**src/hw/rtl/bdil_pkg.sv**
```systemverilog
// ----------------------------------------------------------------------------
// Bitstring difference index lister: shared definitions
// Field widths, the stream packing layout and the command and status
// structs that pass between the controller and the datapath.
// ----------------------------------------------------------------------------
`default_nettype none

package bdil_pkg;

    // Occupation word geometry.
    localparam int WORD_BITS  = 64;
    localparam int BIT_IDX_W  = 6;
    localparam int WORD_POS_W = 4;

    // Words at or above this position are dropped.
    localparam int MAX_WORDS  = 16;

    // Result field widths and the running count width.
    localparam int INDEX_W    = 10;
    localparam int SLOT_W     = 10;
    localparam int COUNT_W    = 11;

    // Stream data widths, padded to whole bytes.
    localparam int S_TDATA_W  = 136;
    localparam int M_TDATA_W  = 24;

    // Controller to datapath.
    typedef struct packed {
        logic load;   // capture the input beat into the scan registers
        logic emit;   // list the next differing bit into the output register
    } bdil_cmd_t;

    // Datapath to controller.
    typedef struct packed {
        logic load_empty;  // the beat at the input causes no result
        logic work_left;   // differing bits remain in the scan registers
        logic last_bit;    // the bit chosen now is the last of this word
        logic out_free;    // the output register can take a result this cycle
    } bdil_status_t;

endpackage

`default_nettype wire

```
**src/hw/rtl/bdil_datapath.sv**
```systemverilog
// ----------------------------------------------------------------------------
// Bitstring difference index lister: datapath
// Holds the creation and annihilation masks of one word, picks the highest
// remaining bit each step, keeps the running counts and the output register.
// ----------------------------------------------------------------------------
`default_nettype none

module bdil_datapath
    import bdil_pkg::*;
(
    input  wire logic                 aclk,
    input  wire logic                 aresetn,
    input  wire bdil_cmd_t            cmd,
    output bdil_status_t              status,
    // Input beat, lowest bit up: word_position, bra_bits, ket_bits, padding.
    input  wire logic [S_TDATA_W-1:0] s_tdata,
    // Input flag: new_pair.
    input  wire logic                 s_tuser,
    input  wire logic                 m_tready,
    output logic                      m_tvalid,
    // Result beat, lowest bit up: orbital_index, list_slot, padding.
    output logic [M_TDATA_W-1:0]      m_tdata,
    // Result kind: is_creation.
    output logic                      m_tuser,
    output logic                      m_tlast
);

    // Index of the highest set bit; zero when no bit is set.
    function automatic logic [BIT_IDX_W-1:0] top_bit(input logic [WORD_BITS-1:0] v);
        logic [BIT_IDX_W-1:0] pos;
        pos = '0;
        for (int i = 0; i < WORD_BITS; i++) begin
            if (v[i]) begin
                pos = BIT_IDX_W'(i);
            end
        end
        return pos;
    endfunction

    // Unpack the input beat.
    logic [WORD_POS_W-1:0] in_word;
    logic [WORD_BITS-1:0]  in_bra;
    logic [WORD_BITS-1:0]  in_ket;
    logic                  in_range;
    logic [WORD_BITS-1:0]  in_cre;
    logic [WORD_BITS-1:0]  in_ann;

    assign in_word  = s_tdata[WORD_POS_W-1:0];
    assign in_bra   = s_tdata[WORD_POS_W +: WORD_BITS];
    assign in_ket   = s_tdata[WORD_POS_W+WORD_BITS +: WORD_BITS];
    assign in_range = (32'(in_word) < MAX_WORDS);
    assign in_cre   = in_range ? (in_bra & ~in_ket) : '0;
    assign in_ann   = in_range ? (in_ket & ~in_bra) : '0;

    // Scan registers and running counts.
    logic [WORD_BITS-1:0]  cre_reg, cre_next;
    logic [WORD_BITS-1:0]  ann_reg, ann_next;
    logic [WORD_POS_W-1:0] word_reg, word_next;
    logic [COUNT_W-1:0]    cre_cnt_reg, cre_cnt_next;
    logic [COUNT_W-1:0]    ann_cnt_reg, ann_cnt_next;

    // Output register.
    logic                  m_valid_reg, m_valid_next;
    logic [INDEX_W-1:0]    m_index_reg, m_index_next;
    logic [SLOT_W-1:0]     m_slot_reg, m_slot_next;
    logic                  m_cre_reg, m_cre_next;
    logic                  m_last_reg, m_last_next;

    // Selection of the next bit: creation bits go first.
    logic                  sel_cre;
    logic [WORD_BITS-1:0]  cur_mask;
    logic [BIT_IDX_W-1:0]  cur_bit;
    logic [WORD_BITS-1:0]  cur_cleared;
    logic                  cur_last;

    assign sel_cre     = |cre_reg;
    assign cur_mask    = sel_cre ? cre_reg : ann_reg;
    assign cur_bit     = top_bit(cur_mask);
    assign cur_cleared = cur_mask & ~(WORD_BITS'(1) << cur_bit);
    assign cur_last    = sel_cre ? ((cur_cleared == '0) && (ann_reg == '0))
                                 : (cur_cleared == '0);

    // Status to the controller.
    assign status.load_empty = (in_cre == '0) && (in_ann == '0);
    assign status.work_left  = (cre_reg != '0) || (ann_reg != '0);
    assign status.last_bit   = cur_last;
    assign status.out_free   = !m_valid_reg || m_tready;

    // Next-state logic for the scan registers, counts and output register.
    always_comb begin
        cre_next     = cre_reg;
        ann_next     = ann_reg;
        word_next    = word_reg;
        cre_cnt_next = cre_cnt_reg;
        ann_cnt_next = ann_cnt_reg;
        m_valid_next = m_valid_reg;
        m_index_next = m_index_reg;
        m_slot_next  = m_slot_reg;
        m_cre_next   = m_cre_reg;
        m_last_next  = m_last_reg;

        if (m_tready) begin
            m_valid_next = 1'b0;
        end

        if (cmd.load) begin
            cre_next  = in_cre;
            ann_next  = in_ann;
            word_next = in_word;
            if (s_tuser) begin
                cre_cnt_next = '0;
                ann_cnt_next = '0;
            end
        end else if (cmd.emit) begin
            m_valid_next = 1'b1;
            m_index_next = {word_reg, cur_bit};
            m_cre_next   = sel_cre;
            m_last_next  = cur_last;
            if (sel_cre) begin
                cre_next     = cur_cleared;
                m_slot_next  = cre_cnt_reg[SLOT_W-1:0];
                cre_cnt_next = cre_cnt_reg + COUNT_W'(1);
            end else begin
                ann_next     = cur_cleared;
                m_slot_next  = ann_cnt_reg[SLOT_W-1:0];
                ann_cnt_next = ann_cnt_reg + COUNT_W'(1);
            end
        end
    end

    // Control registers take reset; payload registers do not.
    always_ff @(posedge aclk) begin
        if (!aresetn) begin
            cre_reg     <= '0;
            ann_reg     <= '0;
            cre_cnt_reg <= '0;
            ann_cnt_reg <= '0;
            m_valid_reg <= 1'b0;
        end else begin
            cre_reg     <= cre_next;
            ann_reg     <= ann_next;
            cre_cnt_reg <= cre_cnt_next;
            ann_cnt_reg <= ann_cnt_next;
            m_valid_reg <= m_valid_next;
        end
    end

    always_ff @(posedge aclk) begin
        word_reg    <= word_next;
        m_index_reg <= m_index_next;
        m_slot_reg  <= m_slot_next;
        m_cre_reg   <= m_cre_next;
        m_last_reg  <= m_last_next;
    end

    // Result beat.
    assign m_tvalid = m_valid_reg;
    assign m_tdata  = {(M_TDATA_W-INDEX_W-SLOT_W)'(0), m_slot_reg, m_index_reg};
    assign m_tuser  = m_cre_reg;
    assign m_tlast  = m_last_reg;

endmodule

`default_nettype wire

```
**src/hw/rtl/bdil_ctrl.sv**
```systemverilog
// ----------------------------------------------------------------------------
// Bitstring difference index lister: controller
// Takes one input beat when idle, then steps the datapath through the
// differing bits of that word, one result per free output slot.
// ----------------------------------------------------------------------------
`default_nettype none

module bdil_ctrl
    import bdil_pkg::*;
(
    input  wire logic         aclk,
    input  wire logic         aresetn,
    input  wire logic         s_tvalid,
    output logic              s_tready,
    input  wire bdil_status_t status,
    output bdil_cmd_t         cmd
);

    typedef enum logic {
        ST_IDLE,
        ST_SCAN
    } state_t;

    state_t state_reg, state_next;
    logic   ready_reg;
    logic   accept;

    assign accept   = s_tvalid && ready_reg;
    assign s_tready = ready_reg;

    // Commands to the datapath.
    assign cmd.load = accept;
    assign cmd.emit = (state_reg == ST_SCAN) && status.work_left && status.out_free;

    // Next state.
    always_comb begin
        state_next = state_reg;
        unique case (state_reg)
            ST_IDLE: begin
                if (accept && !status.load_empty) begin
                    state_next = ST_SCAN;
                end
            end
            ST_SCAN: begin
                if (!status.work_left || (cmd.emit && status.last_bit)) begin
                    state_next = ST_IDLE;
                end
            end
            default: begin
                state_next = ST_IDLE;
            end
        endcase
    end

    // State and the registered ready.
    always_ff @(posedge aclk) begin
        if (!aresetn) begin
            state_reg <= ST_IDLE;
            ready_reg <= 1'b0;
        end else begin
            state_reg <= state_next;
            ready_reg <= (state_next == ST_IDLE);
        end
    end

endmodule

`default_nettype wire

```
**src/hw/rtl/bitstring_difference_index_lister.sv**
```systemverilog
// ----------------------------------------------------------------------------
// Bitstring difference index lister
// Lists the bit positions where a bra and a ket occupation word differ:
// creation positions first, then annihilation positions, each from high to low.
// ----------------------------------------------------------------------------
//
//  Channel | Beat carries                                  | Sideband
//  --------+-----------------------------------------------+-------------------------
//  s_axis  | tdata: word_position, bra_bits, ket_bits      | tuser: new_pair
//  m_axis  | tdata: orbital_index, list_slot               | tuser: is_creation,
//          |                                               | tlast: last_of_word
//
// A word with differing bits is loaded, then listed one result at a time by the
// single highest-bit picker in the datapath. A word with no differing bits, or
// beyond the supported word count, is taken without entering the scan state.
// Reset is synchronous and active low; it clears both running counts.
// A stalled output holds the picker; the input is not ready until the current
// word has been fully listed into the output register.
// ----------------------------------------------------------------------------
`default_nettype none

module bitstring_difference_index_lister
    import bdil_pkg::*;
(
    input  wire logic                 aclk,
    input  wire logic                 aresetn,
    input  wire logic                 s_axis_tvalid,
    output logic                      s_axis_tready,
    // Lowest bit up: word_position[3:0], bra_bits[67:4], ket_bits[131:68], zeros.
    input  wire logic [S_TDATA_W-1:0] s_axis_tdata,
    // new_pair.
    input  wire logic                 s_axis_tuser,
    output logic                      m_axis_tvalid,
    input  wire logic                 m_axis_tready,
    // Lowest bit up: orbital_index[9:0], list_slot[19:10], zeros.
    output logic [M_TDATA_W-1:0]      m_axis_tdata,
    // is_creation.
    output logic                      m_axis_tuser,
    output logic                      m_axis_tlast
);

    bdil_cmd_t    cmd;
    bdil_status_t status;

    bdil_ctrl u_ctrl (
        .aclk     (aclk),
        .aresetn  (aresetn),
        .s_tvalid (s_axis_tvalid),
        .s_tready (s_axis_tready),
        .status   (status),
        .cmd      (cmd)
    );

    bdil_datapath u_datapath (
        .aclk     (aclk),
        .aresetn  (aresetn),
        .cmd      (cmd),
        .status   (status),
        .s_tdata  (s_axis_tdata),
        .s_tuser  (s_axis_tuser),
        .m_tready (m_axis_tready),
        .m_tvalid (m_axis_tvalid),
        .m_tdata  (m_axis_tdata),
        .m_tuser  (m_axis_tuser),
        .m_tlast  (m_axis_tlast)
    );

    // Loading and listing never happen in the same cycle.
    assert property (@(posedge aclk) disable iff (!aresetn)
        !(cmd.load && cmd.emit))
        else $error("load and emit issued together");

    // A beat that causes results closes the input until it is listed.
    assert property (@(posedge aclk) disable iff (!aresetn)
        (s_axis_tvalid && s_axis_tready && !status.load_empty) |=> !s_axis_tready)
        else $error("input still ready while a word is being listed");

    // The last result of a word reopens the input on the next cycle.
    assert property (@(posedge aclk) disable iff (!aresetn)
        (cmd.emit && status.last_bit) |=> s_axis_tready)
        else $error("input not reopened after the last result of a word");

    // A result marked last of word leaves nothing to list.
    assert property (@(posedge aclk) disable iff (!aresetn)
        (cmd.emit && status.last_bit) |=> !status.work_left)
        else $error("bits remain after the last result of a word");

endmodule

`default_nettype wire
```
**config.mk**
```make
export PLATFORM = sky130hd
export DESIGN_NAME = bitstring_difference_index_lister
export DESIGN_NICKNAME = d
export VERILOG_FILES = /design/src/hw/rtl/bdil_pkg.sv /design/src/hw/rtl/bdil_datapath.sv /design/src/hw/rtl/bdil_ctrl.sv /design/src/hw/rtl/bitstring_difference_index_lister.sv
export SDC_FILE = /design/constraint.sdc
export NUM_CORES = 1
export LEC_CHECK = 0
export BUFFER_PORTS_ARGS = -buffer_cell sky130_fd_sc_hd__buf_2
export CORE_ASPECT_RATIO = 1.2
export CORE_MARGIN = 2
export CORE_UTILIZATION = 42
export CTS_CLUSTER_DIAMETER = 60
export DETAILED_ROUTE_END_ITERATION = 8
export SLEW_MARGIN = 20
export SYNTH_ARGS = -nofsm -noshare
export SYNTH_HDL_FRONTEND = slang
export SYNTH_SLANG_ARGS = --single-unit
```
**constraint.sdc**
```tcl
create_clock -name aclk -period 4.5 [get_ports aclk]
set_clock_uncertainty 0.1 [all_clocks]
set_input_delay 0.9 -clock aclk [delete_from_list [all_inputs] [get_ports aclk]]
set_output_delay 0.9 -clock aclk [all_outputs]
set_load 0.005 [all_outputs]
```
==> impl_metrics.env <==
export IMPL_cts_sinks=177
export IMPL_clock_root_buffer="clkbuf_16"
export IMPL_clkTransAtPathRegs_ps=80
export IMPL_vias=15206
export IMPL_fp_dieW_microns=154
export IMPL_hpwl_microns=50600
export IMPL_critPathArrivalTime_ps=5340
export IMPL_die_area_sq_um=28300
export IMPL_synthFlopType="dfxtp_1"
export IMPL_period_share=1.12
export IMPL_cp_max_fo=7
export IMPL_maxCapViolCount=0
export IMPL_synth_yosys_warnings=0
export IMPL_ys_ff_latch=177
export IMPL_io_buffer_count=160
export IMPL_drtIter0Drc=2404
export IMPL_hold_path_depth=0
export IMPL_hp_class="flip-flop to flip-flop"
export IMPL_grt_usage=0.442
export IMPL_setup_violations=14
export IMPL_layout_setup_ws_ps=-533
export IMPL_slew_viol_final=0
export IMPL_fin_crit_ps=5030
export IMPL_ant_nets=0
export IMPL_relSlewSlack=0.292
export IMPL_ir_drop_mv=0.270
export IMPL_synth_cells=1378
export IMPL_reg2reg_depth=21
export IMPL_routed_via_density=6.70
export IMPL_io_pins=169
export IMPL_synth_edf_count=26
export IMPL_cellPowerDensity_nw_per_um2=436
export IMPL_grt_overflow_total=0
export IMPL_clock_fmax_ghz=0.199
export IMPL_cts_tree="built"
export IMPL_final_hold_viol_count=0
export IMPL_rsz0062_at_grt="true"
export IMPL_cts_htree_levels=4
export IMPL_antenna_found_initial=1
export IMPL_avgSynthCellArea_sq_um=8.22
export IMPL_violations="setup timing"
export IMPL_tightest_slew_ps=1050
export IMPL_crit_type="flip-flop to flip-flop"
export IMPL_drive_above_1_share=0.417
export IMPL_start_kind="flip-flop"
export IMPL_finalNetCount=2062
export IMPL_outcome="finished with violations"
export IMPL_coreArea_sq_um=26400
export IMPL_wl_per_cell_microns=28.7
export IMPL_post_place_ws_ps=-1320
export IMPL_numCtsBuffers=17
export IMPL_cp_required_ps=4810
export IMPL_areaGrowthSynthToFinish_pct=54.8
export IMPL_syn_cell_area_sq_um=11300
export IMPL_endpoint_kind="flip-flop"
export IMPL_leakage_nw=7.25
export IMPL_synth_seq_area_share=0.336
export IMPL_gp_congestion=1.12
export IMPL_synth_distinct_cells=80
export IMPL_worst_skew_pair_late_latency_ps=460
export IMPL_drt_wl_total_microns=65200
export IMPL_initial_core_util=0.428
export IMPL_cts_hold_buffers=0
export IMPL_grt_pass1_wl_microns=91800
export IMPL_firstDrtPassIters=9
export IMPL_final_cell_area_sq_um=17500
export IMPL_postPlaceCellArea_sq_um=15300
export IMPL_die_h_microns=184
export IMPL_grt_pass1_vias=14118
export IMPL_grt_max_degree=72
export IMPL_ys_async_sr_fraction=0
export IMPL_drcViolationCount=0
export IMPL_placementRows=65
export IMPL_clockBufferDepth=2
## per-stage QoR
stage	power (W)	util	hold WS, ps	setup TNS (ps)	cells
after floorplan	0.00303	-	300	0	1381
after global placement	0.00487	0.578	311	-30280	2177
after detailed placement	0.00486	0.579	308	-29840	2178
after CTS	0.00687	0.628	326	-1070	2237
after global routing	0.00776	0.663	326	-5250	2267
final	0.00764	0.663	327	-2160	2268
## worst max-delay path, stage by stage, from the launching register on
cell and delay, ps:
dfxtp_2 330, or4_4 580, nor4_4 160, buf_4 190, and4_4 270, buf_12 150
buf_8 130, buf_6 110, a31o_4 150, o211ai_1 210, a21oi_2 260, and3_4 260
o21ai_4 70, buf_12 140, buf_6 130, a21oi_4 220, buf_6 140, a21oi_1 60
or3_1 350, or4_4 530, nor4_2 250, o211a_1 170
## repair_timing
item / 4_1_cts / 5_1_grt
setup buffers: 26 / 37
gates cloned: 2 / 1
endpoints found under the setup margin: 119 / 96
gates resized for setup: 97 / 142
pin swaps: 31 / 63
## worst paths after layout
check,start,to,slack (ps)
max,u_datapath.cre_reg[23]$_SDFFE_PN0P_,u_ctrl.s_tready$_SDFF_PN0_,-530
min,u_datapath.word_reg[3]$_DFFE_PP_,u_datapath.m_index_reg[9]$_DFFE_PP_,330
max reg2reg,u_datapath.cre_reg[23]$_SDFFE_PN0P_,u_ctrl.s_tready$_SDFF_PN0_,-530
min reg2reg,u_datapath.word_reg[3]$_DFFE_PP_,u_datapath.m_index_reg[9]$_DFFE_PP_,330
## Yosys cell counts (11+ instances only)
library cell | number | share of area
nor2b_1 | 240 | 0.13
dfxtp_1 | 151 | 0.27
nor2_1 | 122 | 0.040
a222oi_1 | 116 | 0.10
nand2_1 | 84 | 0.028
a21oi_1 | 71 | 0.031
clkbuf_1 | 64 | 0.021
nor4_1 | 62 | 0.034
a31oi_1 | 44 | 0.024
o21ai_0 | 31 | 0.014
nand4_1 | 28 | 0.015
nor3_1 | 27 | 0.012
edfxtp_1 | 26 | 0.069
nand3_1 | 23 | 0.010
buf_2 | 16 | 0.0071
a31o_2 | 14 | 0.011
a21o_1 | 13 | 0.0086
xor2_1 | 13 | 0.010
and2_1 | 12 | 0.0066
o22ai_1 | 12 | 0.0066
a211oi_1 | 11 | 0.0073
or3_1 | 11 | 0.0061
## power by group
group | leakage [nW] | total [W] | internal [W] | switching, W
sequential | 1.47 | 0.00172 | 0.00168 | 0.0000451
combinational | 5.49 | 0.00433 | 0.00188 | 0.00244
clock | 0.292 | 0.00159 | 0.000806 | 0.000784
total | 7.25 | 0.00764 | 0.00437 | 0.00327
## metal layers
metal / track usage / share of wire / vias up
li1: - / - / 6504
met2: 0.701 / 0.44 / 1148
met3: 0.0983 / 0.11 / 296
met5: 0 / 0 / -
met4: 0.333 / 0.090 / 0
met1: 0.525 / 0.36 / 7258
## cell type report
type	instances	area, sq um
Clock buffer	17	425
Inverter	10	42.5
Multi-Input combinational cell	1102	8090
Clock inverter	15	189
Timing Repair Buffer	611	4560
Antenna cell	1	2.50
Fill cell	2261	8900
Tap cell	335	419
Sequential cell	177	3810
## cell usage in the layout (no fill, tap or decap), drive strengths merged, types with 7 or more instances in the layout
master / Yosys / final
xor2: 13 / 13
a31o: 15 / 15
nor2b: 240 / 240
o21ai: 36 / 36
dfxtp: 151 / 151
and2: 13 / 13
a21boi: 8 / 8
o31a: 9 / 9
nand2: 84 / 84
or4: 11 / 11
nand4: 28 / 28
a21oi: 72 / 72
o211ai: 10 / 10
a31oi: 44 / 44
nor3: 29 / 29
nand3: 24 / 24
o22ai: 12 / 12
o211a: 7 / 7
or3: 11 / 11
nor4: 64 / 64
buf: 28 / 610
a211oi: 12 / 12
a2111oi: 7 / 7
a21o: 13 / 13
clkbuf: 64 / 18
edfxtp: 26 / 26
o31ai: 10 / 10
a222oi: 116 / 116
nor2: 123 / 123
inv: 9 / 18
and3: 9 / 9
## cells by family after synthesis
family          after synthesis  share of synthesized area
other cells                   1                   0.000331
compound gates              425                      0.292
flops                       177                      0.336
simple gates                657                      0.320
xor+xnor                     14                     0.0108
buf+inv                     102                     0.0389
fa+ha+maj                     2                    0.00221
No activity file was read; power rests on OpenSTA's default activity.
